<file path="src/hdl/separable_gaussian_blur_core_assert.svh">
// Assertion macros shared by the smoothing core.
// Depends on a clock named i_clk and an active-low reset named i_rst_n in scope.
`ifndef SEPARABLE_GAUSSIAN_BLUR_CORE_ASSERT_SVH
`define SEPARABLE_GAUSSIAN_BLUR_CORE_ASSERT_SVH

// Consequent holds in the same cycle as the antecedent.
`define GSB_ASSERT_SAME(lbl, ante, cons, msg) \
    lbl: assert property (@(posedge i_clk) disable iff (!i_rst_n) (ante) |-> (cons)) \
        else $error(msg);

// Consequent holds in the cycle after the antecedent.
`define GSB_ASSERT_NEXT(lbl, ante, cons, msg) \
    lbl: assert property (@(posedge i_clk) disable iff (!i_rst_n) (ante) |=> (cons)) \
        else $error(msg);

`endif

</file>
<file path="src/hdl/gsb_pkg.sv">
// Shared types, constants and helper functions for the separable smoothing core.
// No dependencies; every other .sv file imports this package.
package gsb_pkg;

    localparam int MAX_WIDTH  = 64;
    localparam int MAX_HEIGHT = 64;
    localparam int RADIUS     = 5;
    localparam int NUM_TAPS   = 2 * RADIUS + 1;
    localparam int NUM_COEF   = RADIUS + 1;

    localparam int PIX_W    = 16;
    localparam int FRAC_W   = 16;
    localparam int SIZE_W   = 7;
    localparam int CFG_W    = 16;
    localparam int CFG_IDX_W = 3;
    localparam int COL_W    = $clog2(MAX_WIDTH);
    localparam int ROW_W    = $clog2(MAX_HEIGHT);
    localparam int ADDR_W   = ROW_W + COL_W;
    localparam int W_DIM_W  = $clog2(MAX_WIDTH + 1);
    localparam int H_DIM_W  = $clog2(MAX_HEIGHT + 1);
    localparam int TAP_W    = $clog2(NUM_TAPS);
    localparam int DIST_W   = $clog2(NUM_COEF);
    localparam int PROD_W   = 2 * PIX_W;
    localparam int ACC_W    = PROD_W + $clog2(NUM_TAPS);
    localparam int PIPE_DEPTH = 4;
    localparam int DRAIN_W  = $clog2(PIPE_DEPTH);

    typedef enum logic [1:0] {
        CMD_WRITE  = 2'd0,
        CMD_READ   = 2'd1,
        CMD_SMOOTH = 2'd2,
        CMD_NOP    = 2'd3
    } t_cmd;

    localparam logic [CFG_IDX_W-1:0] REG_WIDTH  = 3'd0;
    localparam logic [CFG_IDX_W-1:0] REG_HEIGHT = 3'd1;
    localparam logic [CFG_IDX_W-1:0] REG_COEF0  = 3'd2;

    typedef logic [NUM_COEF-1:0][PIX_W-1:0] t_coef_arr;

    localparam logic [SIZE_W-1:0] WIDTH_RESET  = 7'd64;
    localparam logic [SIZE_W-1:0] HEIGHT_RESET = 7'd64;
    localparam t_coef_arr COEF_RESET = {16'd0, 16'd9, 16'd290, 16'd3538, 16'd15857, 16'd26143};

    typedef struct packed {
        logic [1:0]  command;
        logic [5:0]  col;
        logic [5:0]  row;
        logic [15:0] pixel_in;
    } t_req;

    typedef struct packed {
        logic [15:0] pixel_out;
        logic [1:0]  done_command;
    } t_rsp;

    typedef struct packed {
        logic              valid;
        logic              is_first;
        logic              is_last;
        logic              pass_v;
        logic [DIST_W-1:0] coef_idx;
        logic [ADDR_W-1:0] dst;
    } t_tap;

    typedef struct packed {
        logic              valid;
        logic              pass_v;
        logic [ADDR_W-1:0] addr;
        logic [PIX_W-1:0]  data;
    } t_wr;

    function automatic logic [DIST_W-1:0] tap_dist(input logic [TAP_W-1:0] k);
        logic [TAP_W-1:0] d;
        if (k >= TAP_W'(RADIUS)) begin
            d = k - TAP_W'(RADIUS);
        end else begin
            d = TAP_W'(RADIUS) - k;
        end
        return DIST_W'(d);
    endfunction

    function automatic logic [PIX_W-1:0] round_sat(input logic [ACC_W-1:0] acc);
        logic [ACC_W:0] s;
        s = {1'b0, acc} + (ACC_W + 1)'(1 << (FRAC_W - 1));
        if (|s[ACC_W:FRAC_W+PIX_W]) begin
            return '1;
        end
        return s[FRAC_W+PIX_W-1:FRAC_W];
    endfunction

endpackage

</file>
<file path="src/hdl/gsb_seq.sv">
// Pass sequencer: walks rows, columns and taps for the horizontal and vertical passes.
// Depends on gsb_pkg; drives store read addresses and the tap tags for gsb_mac.
module gsb_seq
    import gsb_pkg::*;
(
    input  logic              i_clk,
    input  logic              i_rst_n,
    input  logic              i_go,
    input  logic [SIZE_W-1:0] i_width,
    input  logic [SIZE_W-1:0] i_height,
    output logic [ADDR_W-1:0] o_rd_addr,
    output t_tap              o_tap,
    output logic              o_done
);

    localparam int XP_W = ((COL_W > TAP_W) ? COL_W : TAP_W) + 1;
    localparam int YP_W = ((ROW_W > TAP_W) ? ROW_W : TAP_W) + 1;
    localparam logic [TAP_W-1:0]   TAP_LAST   = TAP_W'(NUM_TAPS - 1);
    localparam logic [DRAIN_W-1:0] DRAIN_LAST = DRAIN_W'(PIPE_DEPTH - 1);

    typedef enum logic [2:0] {
        S_IDLE,
        S_HPASS,
        S_HDRAIN,
        S_VPASS,
        S_VDRAIN
    } t_state;

    t_state              r_state, n_state;
    logic [COL_W-1:0]    r_x, n_x;
    logic [ROW_W-1:0]    r_y, n_y;
    logic [TAP_W-1:0]    r_k, n_k;
    logic [DRAIN_W-1:0]  r_cnt, n_cnt;
    t_tap                r_tap, n_tap;
    logic                r_done, n_done;

    logic [W_DIM_W-1:0]  w_eff;
    logic [H_DIM_W-1:0]  h_eff;
    logic [COL_W-1:0]    w_last;
    logic [ROW_W-1:0]    h_last;
    logic [XP_W-1:0]     xp, xq;
    logic [YP_W-1:0]     yp, yq;
    logic [COL_W-1:0]    xi;
    logic [ROW_W-1:0]    yi;
    logic                issuing;

    always_comb begin
        if (i_width == '0) begin
            w_eff = W_DIM_W'(1);
        end else if (int'(i_width) > MAX_WIDTH) begin
            w_eff = W_DIM_W'(MAX_WIDTH);
        end else begin
            w_eff = W_DIM_W'(i_width);
        end
        if (i_height == '0) begin
            h_eff = H_DIM_W'(1);
        end else if (int'(i_height) > MAX_HEIGHT) begin
            h_eff = H_DIM_W'(MAX_HEIGHT);
        end else begin
            h_eff = H_DIM_W'(i_height);
        end
        w_last = COL_W'(w_eff - W_DIM_W'(1));
        h_last = ROW_W'(h_eff - H_DIM_W'(1));

        xp = XP_W'(r_x) + XP_W'(r_k);
        xq = xp - XP_W'(RADIUS);
        if (xp < XP_W'(RADIUS)) begin
            xi = '0;
        end else if (xq >= XP_W'(w_eff)) begin
            xi = w_last;
        end else begin
            xi = COL_W'(xq);
        end

        yp = YP_W'(r_y) + YP_W'(r_k);
        yq = yp - YP_W'(RADIUS);
        if (yp < YP_W'(RADIUS)) begin
            yi = '0;
        end else if (yq >= YP_W'(h_eff)) begin
            yi = h_last;
        end else begin
            yi = ROW_W'(yq);
        end
    end

    assign issuing   = (r_state == S_HPASS) || (r_state == S_VPASS);
    assign o_rd_addr = (r_state == S_VPASS) ? {yi, r_x} : {r_y, xi};

    always_comb begin
        n_state = r_state;
        n_x     = r_x;
        n_y     = r_y;
        n_k     = r_k;
        n_cnt   = r_cnt;
        n_done  = 1'b0;

        n_tap.valid    = issuing;
        n_tap.is_first = (r_k == '0);
        n_tap.is_last  = (r_k == TAP_LAST);
        n_tap.pass_v   = (r_state == S_VPASS);
        n_tap.coef_idx = tap_dist(r_k);
        n_tap.dst      = {r_y, r_x};

        unique case (r_state)
            S_IDLE: begin
                if (i_go) begin
                    n_state = S_HPASS;
                    n_x     = '0;
                    n_y     = '0;
                    n_k     = '0;
                end
            end
            S_HPASS, S_VPASS: begin
                if (r_k == TAP_LAST) begin
                    n_k = '0;
                    if (r_x == w_last) begin
                        n_x = '0;
                        if (r_y == h_last) begin
                            n_y     = '0;
                            n_cnt   = '0;
                            n_state = (r_state == S_HPASS) ? S_HDRAIN : S_VDRAIN;
                        end else begin
                            n_y = r_y + ROW_W'(1);
                        end
                    end else begin
                        n_x = r_x + COL_W'(1);
                    end
                end else begin
                    n_k = r_k + TAP_W'(1);
                end
            end
            S_HDRAIN: begin
                if (r_cnt == DRAIN_LAST) begin
                    n_state = S_VPASS;
                end else begin
                    n_cnt = r_cnt + DRAIN_W'(1);
                end
            end
            S_VDRAIN: begin
                if (r_cnt == DRAIN_LAST) begin
                    n_state = S_IDLE;
                    n_done  = 1'b1;
                end else begin
                    n_cnt = r_cnt + DRAIN_W'(1);
                end
            end
            default: begin
                n_state = S_IDLE;
            end
        endcase
    end

    always_ff @(posedge i_clk) begin
        if (!i_rst_n) begin
            r_state <= S_IDLE;
            r_x     <= '0;
            r_y     <= '0;
            r_k     <= '0;
            r_cnt   <= '0;
            r_tap   <= '0;
            r_done  <= 1'b0;
        end else begin
            r_state <= n_state;
            r_x     <= n_x;
            r_y     <= n_y;
            r_k     <= n_k;
            r_cnt   <= n_cnt;
            r_tap   <= n_tap;
            r_done  <= n_done;
        end
    end

    assign o_tap  = r_tap;
    assign o_done = r_done;

endmodule

</file>
<file path="config.mk">
export PLATFORM = sky130hd
export DESIGN_NAME = gsb_seq
export DESIGN_NICKNAME = d
export VERILOG_FILES = /design/src/hdl/separable_gaussian_blur_core_assert.svh /design/src/hdl/gsb_pkg.sv /design/src/hdl/gsb_seq.sv
export SDC_FILE = /design/constraint.sdc
export NUM_CORES = 1
export LEC_CHECK = 0
export BUFFER_PORTS_ARGS = -buffer_cell sky130_fd_sc_hd__clkbuf_2
export CAP_MARGIN = 20
export CELL_PAD_IN_SITES_DETAIL_PLACEMENT = 1
export CELL_PAD_IN_SITES_GLOBAL_PLACEMENT = 2
export CORE_MARGIN = 1.5
export CORE_UTILIZATION = 32
export CTS_BUF_LIST = sky130_fd_sc_hd__clkbuf_4
export CTS_CLUSTER_DIAMETER = 150
export DETAILED_ROUTE_END_ITERATION = 10
export PLACE_DENSITY_LB_ADDON = 0.3
export SLEW_MARGIN = 15
export SYNTH_ARGS = -nofsm -noshare
export SYNTH_HDL_FRONTEND = slang
export SYNTH_SLANG_ARGS = --single-unit
</file>
<file path="constraint.sdc">
create_clock -name i_clk -period 5.07 [get_ports i_clk]
set_input_delay 1.521 -clock i_clk [delete_from_list [all_inputs] [get_ports i_clk]]
set_output_delay 1.521 -clock i_clk [all_outputs]
set_load 0.02 [all_outputs]
</file>
[Yosys cells after proc, flatten, opt, wreduce, memory -nomap -nowiden]
Index checks and enable logic that the tools add are counted.
Word-level totals
  flip-flop bits (word level): 41
  bits of input ports: 17
  output and inout bits: 32
  logic and storage cells: 96
Operators by class
  $add $sub $neg: 12
  $lt $le $gt $ge: 7
  eq/ne operators: 15
  muxes and demuxes: 35
  reductions and logical operators: 15
Operator list (number)
  $mux 6: 10
  $mux 7: 4
  $mux 3: 8
  $pmux 6 s2: 2
  $add 6x4->7: 2
  $ge 7x7->1: 2
  $gt 7x7->1 const B: 2
  $logic_not 7->1: 2
  $lt 7x3->1 const B: 2
  $ne 2x2->1 const B: 7
  $sub 7x3->7 const B: 2
  $add 6x1->6 const B: 2
  $eq 6x6->1: 2
  $mux 12: 1
  $pmux 3 s4: 1
  $sub 6x1->6 const B: 2
  $mux 2: 4
  $mux 4: 2
  $pmux 4 s2: 1
  $eq 3x2->1 const B: 2
  $reduce_and 6->1: 1
  $reduce_and 5->1: 1
  $add 4x1->4 const B: 1
  $eq 4x4->1 const B: 1
  17 further kinds: 20

[Logic depth before layout (Yosys ltp)]
  depth in word-level cells: 9
  depth in mapped cells: 15
  gate-level depth less buffers: 15

[Worst setup path before layout]
OpenSTA, ideal clock, no wires.
  kind: input to output
  from: input i_height[1]
  to: output o_rd_addr[8]
  arrival time: 3.886 ns
  slack: -0.337 ns
  stages on the path: 12
  cell sequence: nor4_4 -> a21oi_2 -> or2_4 -> inv_1 -> ha_1 -> nand2b_1 -> a211oi_1 -> o31ai_1 -> nand3_1 -> nand2_1 -> and2_1 -> o31ai_1
On the way
  longest elaborated chain between the ends: 7
RTL lines
  from (decl): RTL line gsb_seq.sv:10  | input logic [SIZE_W-1:0] i_height,
  $gt 7x7->1: RTL line gsb_seq.sv:57  | end else if (int'(i_height) > MAX_HEIGHT) begin
  $mux 7: RTL line gsb_seq.sv:57
  $mux 7 (*): RTL line gsb_seq.sv:55  | if (i_height == '0) begin
  $sub 6x1->6 / $ge 7x7->1 (equally long branches): RTL line gsb_seq.sv:63, gsb_seq.sv:79
  $mux 6 (*): RTL line gsb_seq.sv:79  | end else if (yq >= YP_W'(h_eff)) begin
  $mux 6 (*): RTL line gsb_seq.sv:77  | if (yp < YP_W'(RADIUS)) begin
  $mux 12 (*): RTL line gsb_seq.sv:87  | assign o_rd_addr = (r_state == S_VPASS) ? {yi, r_x} : {r_y, xi};
  to (decl): RTL line gsb_seq.sv:11  | output logic [ADDR_W-1:0] o_rd_addr,
Mark *: on every way between the ends. The rest lies on a longest branch, timed or not.

[Worst setup path in the final report]
  from: input i_width[4]
  to: output o_rd_addr[2]
On the way
  longest elaborated chain between the ends: 7
RTL lines
  from (decl): RTL line gsb_seq.sv:9  | input logic [SIZE_W-1:0] i_width,
  $gt 7x7->1: RTL line gsb_seq.sv:50  | end else if (int'(i_width) > MAX_WIDTH) begin
  $mux 7: RTL line gsb_seq.sv:50
  $mux 7 (*): RTL line gsb_seq.sv:48  | if (i_width == '0) begin
  $sub 6x1->6 / $ge 7x7->1 (equally long branches): RTL line gsb_seq.sv:62, gsb_seq.sv:69
  $mux 6 (*): RTL line gsb_seq.sv:69  | end else if (xq >= XP_W'(w_eff)) begin
  $mux 6 (*): RTL line gsb_seq.sv:67  | if (xp < XP_W'(RADIUS)) begin
  $mux 12 (*): RTL line gsb_seq.sv:87
Marks and branches as above.

==> flow_summary.yaml <==
synthesis:
  synth_top_cell_area_share_pct: 24.1
  ys_warn_count: 0
  synthesis.instances: 404
  synth_commonest_cells: "nand2_1, dfxtp_1, ha_1"
  synth_fp_nets: 457
  mappedNetlistArea_um2: 3410
  async_flop_share_pct: 0
  yosys-top-cells-area: "dfxtp_1, ha_1, nand2_1"
  syn_area_per_cell_um2: 8.44
  ys_seq_area_share_pct: 24.1
  synth_most_common_cell: "nand2_1"
  synth_ff_type: "dfxtp_1"
  synth_top_cell_by_area: "dfxtp_1"
  synth_edf_count: 0
  synthDistinctLibCells: 72
  ys_seq_elements: 41
final_layout:
  drive_gt1_share_pct: 32.3
  areaGrowthSynthToFinish_pct: 33.8
  antenna_cells: 0
  nets: 548
  utilization_pct: 44.2
  stdcell_area_um2: 4560
timing:
  tns_ps: -2410
  period_needed_ps: 5360
  setup_viol: 12
  slew_viol_final: 0
  setup_slack_ps: -291
  worst_pin_slew_ps: 658
  timing.clock.skew_ps: 10.2
  post-route-period-util_pct: 106
  rsz0062_at_grt: "yes"
  finalHoldWorstSlack_ps: 556
  hold_violations: 0
  fmax_mhz: 187
  relSlewSlack_pct: 56.1
clock_tree:
  tritoncts: "done"
  cts_root_buf: "clkbuf_4"
  clkLatencyLatePin_ps: 370
  htreeDepth: 2
  cts_buffers: 5
  clockBufferDepth: 2
  clk_pin_slew_ps: 130
  clkSinkCount: 41
routing:
  vias_per_cell: 5.19
  wl_per_cell_um: 16.4
  drt_first_pass_iters: 4
  drt_iter0_drc: 84
  drc_errors: 0
  antenna_left: 0
  wl_um: 10300
  vias: 3277
pwr:
  vdd_drop_max_mv: 0.0895
  p_per_area_nw_per_um2: 174
  report.power.total_mw: 0.793
  leakage_nw: 2.03
worst_hold_path:
  hp-start: "r_cnt[1]"
  hold-path-cell-count: 2
  hold_path_end: "r_cnt[1]"
  min_path_type: "flip-flop to flip-flop"
grt:
  grt_max_degree: 37
  track_usage_pct: 19.3
  gr-total-overflow: 0
  grt_pass1_vias: 3490
  antenna_found_initial: 0
  grt_pass1_wl_um: 17400
die:
  ioPinCount: 49
  die_area_um2: 11300
  chipHeight_um: 106
  core_um2: 10300
  row_count: 37
  start_util_pct: 33.0
  die_w_um: 106
place:
  gp_congestion: 0.812
  dp_hpwl_um: 8090
  port_buffers: 48
  post_dp_cell_area_um2: 4120
worst_setup_path:
  rrSetupSlack_ps: 2470
  crit_path_max_incr_delay_ps: 320
  slowest_stage: "mux2_4"
  crit_path_end_kind: "primary output"
  critical_path_class: "input port to primary output"
  cp.required_ps: 3550
  r2r-start: "r_k[0]"
  rr_worst_depth: 9
  cp_cell_sequence: "buf_8 -> nor4_4 -> and2b_1 -> nor2_2 -> nor2_2 -> ha_1 -> nand2b_4 -> a211oi_4 -> o31ai_1 -> nand3_1 -> nand2_2 -> mux2_4 -> a22o_4 -> buf_8"
  critPathLaunchType: "input port"
  arrival_ps: 3840
  cp_max_fo: 4
  rr_endpoint: "r_x[0]"
status:
  outcome: "finished with violations"
  violations: "negative setup slack"
run:
  max_cap_viol_count: 0
-- per-stage QoR --
stage	std cells	setup WS [ps]
after floorplan	404	-38.2
after global placement	614	-261
after detailed placement	614	-388
after CTS	629	-334
after global routing	632	-409
final	632	-291
-- cell families after synthesis --
family,count (synthesis),share of synthesized area (%)
fa+ha+maj,36,13.7
flops,41,24.1
mux,8,2.39
xor+xnor,34,9.14
compound gates,91,20.8
simple gates,163,26.3
buf+inv,31,3.56
-- area by class of cell --
class                           count  area (um2)
Tap cell                          136         170
Clock buffer                        5        37.5
Clock inverter                      3        65.1
Multi-Input combinational cell    332        2650
Inverter                           19        73.8
Fill cell                        1244        5760
Timing Repair Buffer               96         739
Sequential cell                    41         823
-- critical path: cells and delay by family --
kind	cells	cell delay, ps
muxes	1	320
buffers and inverters	2	220
AOI/OAI and AO/OA	3	510
adders and majority gates	1	240
and+or+nand+nor	7	1010
-- sequential cells by signal (all words and copies together), names as in the netlist --
| name | cells |
|---|---|
| o_tap | 19 |
| r_x | 6 |
| r_y | 6 |
| r_k | 4 |
| r_state | 3 |
| r_cnt | 2 |
| o_done | 1 |
-- per-layer routing --
layer  GRT usage (%)  vias up  part of all wire [%]
met3            2.21       11                   1.9
met5               0        -                     0
li1                -     1637                     -
met2            34.1       37                    50
met4            5.60        0                   1.8
met1            24.5     1592                    46
-- worst max path at each step --
stage | cells past startpoint | from | end
detailed placement | 15 | i_width[4] | o_rd_addr[4]
finish | 14 | i_width[4] | o_rd_addr[2]
global placement | 14 | i_height[4] | o_rd_addr[8]
CTS | 14 | i_width[1] | o_rd_addr[2]
global route | 14 | i_width[4] | o_rd_addr[2]
floorplan | 12 | i_width[4] | o_rd_addr[2]
-- timing repair --
action	4_1_cts	5_1_grt
hold buffers	0	0
pin swaps	19	21
gates resized for setup	27	48
setup buffers	7	3
endpoints found under the setup margin	12	12
-- cell usage in the layout, fill, tap and decap left out, drive strengths merged, types with 3 or more instances in the layout --
cell type / netlist / layout
clkbuf: 10 / 42
nor2b: 6 / 6
nor4: 4 / 4
o21ai: 14 / 14
xor2: 15 / 15
ha: 34 / 34
mux2i: 7 / 7
nand2b: 9 / 9
nand4: 4 / 4
dfxtp: 41 / 41
a21o: 3 / 3
a22o: 7 / 7
nor3: 6 / 6
and2: 16 / 16
o21a: 4 / 4
nand4b: 3 / 3
nand2: 43 / 43
nor3b: 5 / 5
a21oi: 22 / 22
nand3: 17 / 17
o31ai: 9 / 9
a211oi: 5 / 5
o21bai: 4 / 4
buf: 2 / 59
xnor2: 18 / 18
inv: 19 / 19
nor2: 27 / 27
a31oi: 3 / 3
-- power breakdown --
part	total, mW	switching [mW]	internal, mW
combinational	0.192	0.103	0.0885
clock	0.270	0.117	0.153
sequential	0.331	0.00395	0.327
total	0.793	0.224	0.568
(Power assumes the default switching activity.)
