`config.mk`:
```
export PLATFORM = sky130hd
export DESIGN_NAME = gsb_mac
export DESIGN_NICKNAME = d
export VERILOG_FILES = /design/src/hdl/separable_gaussian_blur_core_assert.svh /design/src/hdl/gsb_pkg.sv /design/src/hdl/gsb_mac.sv
export SDC_FILE = /design/constraint.sdc
export NUM_CORES = 1
export LEC_CHECK = 0
export ABC_AREA = 0
export BUFFER_PORTS_ARGS = -buffer_cell sky130_fd_sc_hd__buf_2
export CAP_MARGIN = 10
export CORE_MARGIN = 2
export CORE_UTILIZATION = 45
export CTS_CLUSTER_DIAMETER = 100
export DETAILED_ROUTE_END_ITERATION = 12
export SLEW_MARGIN = 20
export SYNTH_ARGS = -nofsm -noshare
export SYNTH_HDL_FRONTEND = slang
export SYNTH_SLANG_ARGS = --single-unit
```
`constraint.sdc`:
```
create_clock -name i_clk -period 18.4 [get_ports i_clk]
set_input_delay 0.92 -clock i_clk [delete_from_list [all_inputs] [get_ports i_clk]]
set_output_delay 0.92 -clock i_clk [all_outputs]
set_load 0.05 [all_outputs]
```
`src/hdl/separable_gaussian_blur_core_assert.svh`:
```
// Assertion macros shared by the smoothing core.
// Depends on a clock named i_clk and an active-low reset named i_rst_n in scope.
`ifndef SEPARABLE_GAUSSIAN_BLUR_CORE_ASSERT_SVH
`define SEPARABLE_GAUSSIAN_BLUR_CORE_ASSERT_SVH

// Consequent holds in the same cycle as the antecedent.
`define GSB_ASSERT_SAME(lbl, ante, cons, msg) \
    lbl: assert property (@(posedge i_clk) disable iff (!i_rst_n) (ante) |-> (cons)) \
        else $error(msg);

// Consequent holds in the cycle after the antecedent.
`define GSB_ASSERT_NEXT(lbl, ante, cons, msg) \
    lbl: assert property (@(posedge i_clk) disable iff (!i_rst_n) (ante) |=> (cons)) \
        else $error(msg);

`endif

```
`src/hdl/gsb_pkg.sv`:
```
// Shared types, constants and helper functions for the separable smoothing core.
// No dependencies; every other .sv file imports this package.
package gsb_pkg;

    localparam int MAX_WIDTH  = 64;
    localparam int MAX_HEIGHT = 64;
    localparam int RADIUS     = 5;
    localparam int NUM_TAPS   = 2 * RADIUS + 1;
    localparam int NUM_COEF   = RADIUS + 1;

    localparam int PIX_W    = 16;
    localparam int FRAC_W   = 16;
    localparam int SIZE_W   = 7;
    localparam int CFG_W    = 16;
    localparam int CFG_IDX_W = 3;
    localparam int COL_W    = $clog2(MAX_WIDTH);
    localparam int ROW_W    = $clog2(MAX_HEIGHT);
    localparam int ADDR_W   = ROW_W + COL_W;
    localparam int W_DIM_W  = $clog2(MAX_WIDTH + 1);
    localparam int H_DIM_W  = $clog2(MAX_HEIGHT + 1);
    localparam int TAP_W    = $clog2(NUM_TAPS);
    localparam int DIST_W   = $clog2(NUM_COEF);
    localparam int PROD_W   = 2 * PIX_W;
    localparam int ACC_W    = PROD_W + $clog2(NUM_TAPS);
    localparam int PIPE_DEPTH = 4;
    localparam int DRAIN_W  = $clog2(PIPE_DEPTH);

    typedef enum logic [1:0] {
        CMD_WRITE  = 2'd0,
        CMD_READ   = 2'd1,
        CMD_SMOOTH = 2'd2,
        CMD_NOP    = 2'd3
    } t_cmd;

    localparam logic [CFG_IDX_W-1:0] REG_WIDTH  = 3'd0;
    localparam logic [CFG_IDX_W-1:0] REG_HEIGHT = 3'd1;
    localparam logic [CFG_IDX_W-1:0] REG_COEF0  = 3'd2;

    typedef logic [NUM_COEF-1:0][PIX_W-1:0] t_coef_arr;

    localparam logic [SIZE_W-1:0] WIDTH_RESET  = 7'd64;
    localparam logic [SIZE_W-1:0] HEIGHT_RESET = 7'd64;
    localparam t_coef_arr COEF_RESET = {16'd0, 16'd9, 16'd290, 16'd3538, 16'd15857, 16'd26143};

    typedef struct packed {
        logic [1:0]  command;
        logic [5:0]  col;
        logic [5:0]  row;
        logic [15:0] pixel_in;
    } t_req;

    typedef struct packed {
        logic [15:0] pixel_out;
        logic [1:0]  done_command;
    } t_rsp;

    typedef struct packed {
        logic              valid;
        logic              is_first;
        logic              is_last;
        logic              pass_v;
        logic [DIST_W-1:0] coef_idx;
        logic [ADDR_W-1:0] dst;
    } t_tap;

    typedef struct packed {
        logic              valid;
        logic              pass_v;
        logic [ADDR_W-1:0] addr;
        logic [PIX_W-1:0]  data;
    } t_wr;

    function automatic logic [DIST_W-1:0] tap_dist(input logic [TAP_W-1:0] k);
        logic [TAP_W-1:0] d;
        if (k >= TAP_W'(RADIUS)) begin
            d = k - TAP_W'(RADIUS);
        end else begin
            d = TAP_W'(RADIUS) - k;
        end
        return DIST_W'(d);
    endfunction

    function automatic logic [PIX_W-1:0] round_sat(input logic [ACC_W-1:0] acc);
        logic [ACC_W:0] s;
        s = {1'b0, acc} + (ACC_W + 1)'(1 << (FRAC_W - 1));
        if (|s[ACC_W:FRAC_W+PIX_W]) begin
            return '1;
        end
        return s[FRAC_W+PIX_W-1:FRAC_W];
    endfunction

endpackage

```
`src/hdl/gsb_mac.sv`:
```
// Shared multiply-accumulate unit: weight times pixel, summed over the taps of one pixel.
// Depends on gsb_pkg; returns the rounded, saturated pixel with its destination.
module gsb_mac
    import gsb_pkg::*;
(
    input  logic             i_clk,
    input  logic             i_rst_n,
    input  t_tap             i_tap,
    input  logic [PIX_W-1:0] i_data,
    input  t_coef_arr        i_coef,
    output t_wr              o_wr
);

    logic [PIX_W-1:0]  coef_sel;
    logic [PROD_W-1:0] r_prod;
    t_tap              r_ptag;
    logic [ACC_W-1:0]  r_acc;
    logic              r_wr_valid;
    logic              r_wr_pass;
    logic [ADDR_W-1:0] r_wr_addr;

    always_comb begin
        coef_sel = '0;
        for (int i = 0; i < NUM_COEF; i++) begin
            if (i_tap.coef_idx == DIST_W'(i)) begin
                coef_sel = i_coef[i];
            end
        end
    end

    always_ff @(posedge i_clk) begin
        if (!i_rst_n) begin
            r_ptag     <= '0;
            r_wr_valid <= 1'b0;
        end else begin
            r_ptag     <= i_tap;
            r_wr_valid <= r_ptag.valid && r_ptag.is_last;
        end
    end

    always_ff @(posedge i_clk) begin
        r_prod <= PROD_W'(coef_sel) * PROD_W'(i_data);
        if (r_ptag.valid) begin
            if (r_ptag.is_first) begin
                r_acc <= ACC_W'(r_prod);
            end else begin
                r_acc <= r_acc + ACC_W'(r_prod);
            end
            r_wr_pass <= r_ptag.pass_v;
            r_wr_addr <= r_ptag.dst;
        end
    end

    always_comb begin
        o_wr.valid  = r_wr_valid;
        o_wr.pass_v = r_wr_pass;
        o_wr.addr   = r_wr_addr;
        o_wr.data   = round_sat(r_acc);
    end

endmodule

```
# Word level (Yosys, flattened, before mapping)
# Index checks and enable logic that the tools add are counted.
[word_totals]
mem_bits_rw = 0
input_bits = 133
n_memories = 0
ff_bits = 98
rom_bits = 0
output_inout_bits = 30
latchBits = 0
[classes]
n_addsub = 2
n_eq_ne = 5
bitwise = 0
magnitude_cmp = 0
mux = 10
shift = 0
multipliers = 1
div = 0
n_reduce_logical = 3
[ops]
columns = ["operator", "n"]
rows = [
  ["16-bit 2-to-1 mux", 8],
  ["36-bit by 16-bit adder with 37-bit output (second input constant)", 1],
  ["36-bit by 32-bit adder with 36-bit output", 1],
  ["16-bit by 16-bit multiplier with 32-bit output", 1],
  ["32-bit 2-to-1 mux", 1],
  ["3-bit by 2-bit == test with 1-bit output (second input constant)", 2],
  ["3-bit == test (second input constant)", 2],
  ["5-bit OR reduction", 1],
  ["3-bit by 1-bit == test with 1-bit output (second input constant)", 1],
  ["3-bit logical NOT", 1],
  ["1-bit logical AND", 1],
  ["1-bit 2-to-1 mux", 1],
]

# Longest topological paths before layout
# Gate-level depths: netlist of run 1.
[logic_depth]
ltp_word = 8
ltp_mapped = 27
ltp_nobuf = 24

# Least setup slack after synthesis of run 1
# OpenSTA, ideal clock, no wires.
[synth_timing]
path_type = "input port to flip-flop"
from = "input i_tap[12] (netlist bit)"
to = "register r_prod[30]"
required_ns = 18.328
cell_stages = 26
n_path_buf = 3
arrival_time_ns = 7.425
setup_time_ns = 0.072
setup_slack_ns = 10.903
cell_sequence = "buf_2 -> buf_2 -> mux4_2 -> nand2_1 -> o21ai_0 -> clkbuf_1 -> and2_1 -> fa_1 -> inv_1 -> fa_1 -> fa_1 -> fa_1 -> inv_1 -> fa_1 -> inv_1 -> fa_1 -> inv_1 -> ha_1 -> a21o_1 -> a211o_1 -> a221oi_1 -> a2bb2oi_1 -> a31oi_2 -> o2111ai_1 -> o211ai_1 -> xnor2_1"
[synth_between]
elab_chain_len = 8
elab_cells_between_ends = 13
[synth_lines]
columns = ["element", "line", "rtl"]
rows = [
  ["start: declaration", "gsb_mac.sv:8", "input t_tap i_tap,"],
  ["3-bit logical NOT", "gsb_mac.sv:25", "if (i_tap.coef_idx == DIST_W'(i)) begin"],
  ["16-bit 2-to-1 mux (5 in a row)", "gsb_mac.sv:25", ""],
  ["16-bit 2-to-1 mux (*)", "gsb_mac.sv:25", ""],
  ["16-bit by 16-bit multiplier with 32-bit output (*)", "gsb_mac.sv:42", "r_prod <= PROD_W'(coef_sel) * PROD_W'(i_data);"],
  ["end signal: assignment", "gsb_mac.sv:42", ""],
  ["end: declaration", "gsb_mac.sv:15", "logic [PROD_W-1:0] r_prod;"],
]
# Every way passes the cells marked *; elsewhere a longest branch is shown, timed or not.
# A chain may end at the register's enable or synchronous reset.

# Final worst setup path of run 1
# Ends and elaborated chain as after synthesis.

==> results.md, run 1 <==
- Status: finished, final reports clean
- Cell count after placement: 2084
- Distinct cells, synth: 67
- Die H: 182 um
- Die area: 33300 um2
- CTS sink cnt: 98
- Buffer and inverter count on the worst path: 5
- Max-slew violations: 0
- Root buffer cell: clkbuf_16
- CP top delay family: adder cells
- Final hold slack: 0.406 ns
- Cells after synthesis: 1564
- Fin nets: 2158
- Max Cap Viol: 0
- Hold_sp: r_ptag[0]$_SDFF_PN0_
- Clk buf depth: 2
- Inserted Diodes: 0
- Number of global-route vias before repair: 11200
- Setup bufs post-CTS: 0
- Crit path required time: 18.68 ns
- Clock Latency Late Sink: 0.35 ns
- Post-synth EDFFs: 49
- Post-synth ARST share: 0%
- Max incr delay on CP: 0.69 ns
- First-pass GRT wire length: 54900 um
- Via count: 10900
- Vias/cell: 5.20
- Worst Path Max Fanout: 32
- Cells resized by post-CTS repair: 0
- Tot GR Track Use: 20.3%
- Initial antenna violation count: 0
- Leading register cell type out of synthesis: edfxtp_1
- CP arrival: 8.06 ns
- Reg-to-Reg Start: r_prod[0]$_DFF_P_
- Worst setup startpoint: i_tap[12]
- Reg clk slew, reported paths: 0.07 ns
- Hold endpoint: r_wr_addr[0]$_DFFE_PP_
- Endpoint class of the critical path: flip-flop
- Mapped Area: 14300 um2
- Final Skew: 0.0120 ns
- Critical path class: in2reg
- Boundary pin count: 163
- Initial core utilization: 45.5%
- Number of setup violations in the final report: 0
- Antenna Nets Post-Route: 0
- Synth Warn #: 0
- R2R Path End: r_acc[28]$_DFFE_PP_
- Pwr dens: 188 nW/um2
- CTS tree: built
- Total core area: 31500 um2
- Worst Setup Start Kind: primary input
- Port Buffers: 162
- #FFs+latches synth: 98
- Reg2Reg Depth: 11
- Estimated wirelength of the detail-placed design: 26700 um
- Gpl congestion: 0.849
- Post-Syn Nets: 2029
- Fin. Hold Viols: 0
- DRT Wirelength: 32800 um
- Total grt overflow: 0
- Slew HR: 39.2%
- Wire length per cell: 15.6 um
- Register area share after synthesis: 17.1%
- Hold Buf Count CTS: 0
- Worst Hold Class: reg2reg
- RSZ-0062 raised after global routing: false
- Die Wd: 182 um
- Largest net degree at the start of global routing: 66
- DR iter-0 viols: 496
- Avg Inst Size Synth: 9.16 um2
- Total Power: 2.97 mW
- Max VDD drop: 0.135 mV
- Worst slew pin tran: 0.912 ns
- CP Cell Sequence: buf_2 > mux4_2 > nand2_1 > o21ai_2 > and2_1 > fa_1 > inv_1 > fa_1 > fa_1 > fa_1 > inv_1 > fa_1 > inv_1 > fa_1 > inv_1 > ha_1 > a21o_1 > a211o_1 > a221oi_1 > a2bb2oi_1 > a31oi_2 > o2111ai_1 > o211ai_1 > xnor2_1
- Ratio of cells with drive above 1 in the final layout: 14.0%
- Worst-path cell with the longest stage delay: buf_2
- Part of the cycle the worst path needs: 42.3%
- Fin cells: 2100
- Hold Path Depth: 0
- H-tree levels: 3
- LEAKAGE: 7.57 nW
- TNS Setup: 0 ns
- FF-to-FF setup slack: 14.96 ns
- CTS Buf Count: 9
- # rows: 65
- Area delta synth->final: 10.5%
- Total iterations of the first detailed-routing run: 5
- Most frequent CP cell: fa_1
- DRC errors left: 0
- Clock period minus worst slack: 7.78 ns
- Maximum clock frequency: 128 MHz
power by group:
group          total [mW]  switching, mW  internal, mW  leakage (nW)
clock               0.186         0.0896        0.0966         0.149
sequential          0.397         0.0498         0.347         0.864
combinational        2.39           1.34          1.05          6.55
routing by layer:
layer,track usage (%),up-vias,wire [um]
li1,-,5313,-
met1,27.6,5244,15500
met2,34.7,338,15000
met3,2.41,33,1790
met4,4.74,0,472
met5,0,-,0
worst max path at each step:
| stage | to | slack, ns | cells past startpoint |
|---|---|---|---|
| finish | r_prod[30]$_DFF_P_ | 10.62 | 24 |
| global route | r_prod[30]$_DFF_P_ | 10.15 | 24 |
| CTS | r_prod[30]$_DFF_P_ | 10.56 | 24 |
| detailed placement | r_prod[30]$_DFF_P_ | 10.19 | 24 |
| global placement | r_prod[30]$_DFF_P_ | 10.02 | 24 |
| floorplan | r_prod[30]$_DFF_P_ | 10.90 | 26 |
layout make-up:
class                      count  area (um2)
fill                        3015       15700
multi-input combinational   1159       10700
sequential                    98        2450
timing repair buffer         179         938
inverter                     246         923
tap                          402         503
clock buffer                   9         225
clock inverter                 7        81.3
state kept, by name, summed over array words and instances (netlist names):
signal,count
r_ptag,16
r_prod,32
r_acc,36
r_wr_valid,1
r_wr_addr,12
r_wr_pass,1
cells in the mapped netlist (all sizes together) (3+ instances only):
| master | instances | area [um2] |
|---|---|---|
| a2111oi | 4 | 66.3 |
| a211o | 3 | 26.3 |
| a211oi | 9 | 72.6 |
| a21boi | 3 | 22.5 |
| a21o | 27 | 203 |
| a21oi | 57 | 285 |
| a311oi | 4 | 35.0 |
| a31oi | 13 | 87.6 |
| and2 | 116 | 728 |
| and3 | 12 | 75.1 |
| and4 | 4 | 35.0 |
| buf | 11 | 72.6 |
| clkbuf | 50 | 188 |
| dfxtp | 49 | 981 |
| edfxtp | 49 | 1470 |
| fa | 195 | 3900 |
| ha | 137 | 1710 |
| inv | 246 | 923 |
| mux2 | 5 | 56.3 |
| mux2i | 17 | 170 |
| mux4 | 16 | 360 |
| nand2 | 224 | 841 |
| nand2b | 18 | 113 |
| nand3 | 16 | 80.1 |
| nand4 | 7 | 58.8 |
| nor2 | 49 | 184 |
| nor2b | 30 | 188 |
| nor3 | 7 | 40.0 |
| o2111ai | 4 | 35.0 |
| o211ai | 5 | 37.5 |
| o21a | 6 | 45.0 |
| o21ai | 68 | 340 |
| o21bai | 7 | 52.6 |
| o31ai | 4 | 40.0 |
| or2 | 5 | 31.3 |
| xnor2 | 42 | 368 |
| xor2 | 22 | 193 |
per-stage QoR:
step	area [um2]	utilization (%)	setup WS, ns
2_1_floorplan	14300	-	10.90
3_3_place_gp	15500	49.3	10.02
3_5_place_dp	15500	49.3	10.19
4_1_cts	15800	50.3	10.56
5_1_grt	15800	50.3	10.15
6_report	15800	50.3	10.62
layout by cell type (no fill, tap or decap), types with 22 or more instances in the layout:
| cell type | n |
|---|---|
| nor2_1 | 49 |
| and2_1 | 115 |
| dfxtp_1 | 47 |
| nand2_1 | 224 |
| a21o_1 | 27 |
| inv_1 | 246 |
| xnor2_1 | 42 |
| o21ai_0 | 55 |
| xor2_1 | 22 |
| edfxtp_1 | 49 |
| fa_1 | 195 |
| ha_1 | 137 |
| nor2b_1 | 30 |
| buf_2 | 162 |
| a21oi_1 | 57 |
logic make-up after synthesis:
logic type                 after synthesis  synth area share, %
and+or+nand+nor                        496                 17.0
adders and majority gates              332                 39.2
buffers and inverters                  307                 8.26
AOI/OAI and AO/OA                      229                 10.4
DFF                                     98                 17.1
xor gates and xnor gates                64                 3.91
muxes                                   38                 4.10
No activity file was read; power rests on OpenSTA's default activity.
==> run 2, diff against run 1 <==
- ABC_AREA: 0 -> 1
- PLACE_DENSITY: default -> 0.66
- clock period: 18.4 -> 6.35 ns (I/O delays scaled with it)
==> run 2 against run 1 <==
Final area up 9.2%. Synthesized area up 8.4%. Synthesized cell count up 35%. Critical path depth up 4. Via count up 28%. Final cell count up 31%. Clock skew up 0.0034 ns. Die area up 8.2%. Sequential share of layout area down 1.3 points. Critical path type unchanged. Non-clock buffer count up 24. Worst setup slack worse by 10 ns.
==> results.md, run 2 <==
- Crit path required time: 6.63 ns
- Largest registers: r_acc x36, r_prod x32, r_ptag x16
- Post-synth EDFFs: 49
- Worst Hold Class: in2reg
- DRC errors left: 0
- Port Buffers: 162
- CTS sink cnt: 98
- Number of setup violations in the final report: 0
- Total iterations of the first detailed-routing run: 7
- Max Cap Viol: 0
- Tot GR Track Use: 26.2%
- DRT Wirelength: 45400 um
- Final Core Density: 50.4%
- Register area share after synthesis: 15.8%
- CTS Buf Count: 9
- Most area-consuming cells after synthesis: fa_1, nand2_1, ha_1
- Count leader, synth: nand2_1
- Final Skew: 0.0155 ns
- DR iter-0 viols: 956
- Synth top area share: 25.1%
- Endpoint class of the critical path: flip-flop
- Critical path class: in2reg
- Worst Path Max Fanout: 16
- Boundary pin count: 163
- Cell area after layout: 17300 um2
- Slew HR: 51.8%
- CP arrival: 6.29 ns
- Wire length per cell: 16.5 um
- Area after DPL: 17000 um2
- Root buffer cell: clkbuf_16
- Initial antenna violation count: 0
- CTS tree: built
- Max FFs per register: 36
- Max-slew violations: 0
- Worst setup startpoint: i_tap[12]
- TNS Setup: 0 ns
- Leading register cell type out of synthesis: edfxtp_1
- # rows: 68
- Top cells by count, synth: nand2_1, inv_1, fa_1
- Clock period minus worst slack: 6.01 ns
- #FFs+latches synth: 98
- Commonest non-fill, non-tap cell in the layout: nand2_1
- Maximum clock frequency: 166 MHz
- Commonest non-fill, non-tap cells in the layout: nand2_1, inv_1, fa_1, nor2_1, buf_2
- Synth Warn #: 0
- Part of the cycle the worst path needs: 94.7%
- Via count: 14000
- Avg Inst Size Synth: 7.33 um2
- Reg clk slew, reported paths: 0.08 ns
- Inserted Diodes: 0
- Cells after synthesis: 2119
- Reg-to-Reg Start: r_prod[0]$_DFF_P_
- Largest net degree at the start of global routing: 51
- Vias/cell: 5.10
- Hold Buf Count CTS: 0
- Die H: 190 um
- Fin. Hold Viols: 0
- Post-synth ARST share: 0%
- Die Wd: 190 um
- Die area: 36000 um2
- Ratio of cells with drive above 1 in the final layout: 13.1%
- Antenna Nets Post-Route: 0
- Distinct cells, synth: 47
- Hold_sp: i_tap[16]
- Status: finished, final reports clean
- Total grt overflow: 0
- Initial core utilization: 45.3%
- Worst slew pin tran: 0.723 ns
- Clk buf depth: 2
- Total core area: 34300 um2
- Register name with the most flops: r_acc
- H-tree levels: 3
- Worst Setup Start Kind: primary input
- Cell taking the most area after synthesis: fa_1
- Clock Latency Late Sink: 0.35 ns
- Number of global-route vias before repair: 14600
- Fillers: 3443
- Fin nets: 2752
- First-pass GRT wire length: 74100 um
- RSZ-0062 raised after global routing: false
- Post-Syn Nets: 2584
- Estimated wirelength of the detail-placed design: 38900 um
- Mapped Area: 15500 um2
- Gpl congestion: 1.00
- Area delta synth->final: 11.3%
## run 2: changes by cell type after synthesis, sizes merged, moves of 18 or more
cell / change
inv: +194
nand3: +118
nor2b: -30
xnor2: -25
a21o: -24
nand2: +370
nand2b: -18
clkbuf: -29
and2: -115
nor2: +162
## run 2: worst max-delay path: stages
cell and delay [ns]:
buf_2 0.15, inv_2 0.08, nor3_4 0.15, buf_12 0.17, a22oi_1 0.07, nand2_1 0.06
o21ai_0 0.10, nand3_1 0.11, nand2_2 0.08, inv_2 0.22, nand2_1 0.12, fa_1 0.55
inv_1 0.05, fa_1 0.46, fa_1 0.52, fa_1 0.52, fa_1 0.54, inv_1 0.06
fa_1 0.52, inv_1 0.04, ha_1 0.35, nand2_1 0.13, nor2_1 0.19, inv_1 0.08
nor3_1 0.24, nand3_1 0.14, nand3_1 0.13, xor2_1 0.14
## run 2: routing by layer
layer	track usage (%)	up-vias	share of wire [%]
li1	-	6811	-
met1	32.7	6626	43
met2	46.5	480	49
met3	2.97	95	5.0
met4	9.60	0	3.7
met5	0	-	0
## run 2: metrics by stage
step | setup WS, ns | std cells | hold WS [ns]
after CTS | 0.314 | 2747 | 0.128
after detailed placement | -0.0376 | 2731 | 0.389
after floorplan | 0.629 | 2119 | 0.386
final | 0.337 | 2747 | 0.138
after global routing | 0.0282 | 2747 | 0.135
after global placement | 0.0594 | 2731 | 0.386
## run 2: final timing paths
kind | slack [ns] | to | cells after the start
max | 0.34 | r_prod[25]$_DFF_P_ | 28
min | 0.14 | r_ptag[16]$_SDFF_PN0_ | 3
max reg2reg | 3.95 | r_acc[28]$_DFFE_PP_ | 15
min reg2reg | 0.41 | r_wr_addr[9]$_DFFE_PP_ | 0
## run 2: logic make-up (layout without fill, tap and decap cells)
family	Yosys count	count (layout)	synth area share, %
buf+inv	489	662	12.4
fa+ha+maj	332	332	36.2
compound gates	161	161	6.05
xor+xnor	48	48	2.71
simple gates	991	991	26.8
flops	98	98	15.8
## run 2: what timing repair did
item / 4_1_cts / 5_1_grt
resized for setup: 0 / 5
buffers inserted: 0 / 0
endpoints found under the setup margin: 0 / 3
## run 2: area by class of cell
type                    count  area [um2]  area share [%]
clock buffers               9         225            1.30
clock inverters             7        81.3           0.471
inverters                 443        1670            9.65
multi-input cells        1532       11200            64.5
flip-flops and latches     98        2450            14.2
well taps                 455         569            3.29
repair buffers            203        1130            6.55
Power of run 2 is not shown: default switching activity piles up to over one toggle a cycle in this logic, so the estimate is an artifact.
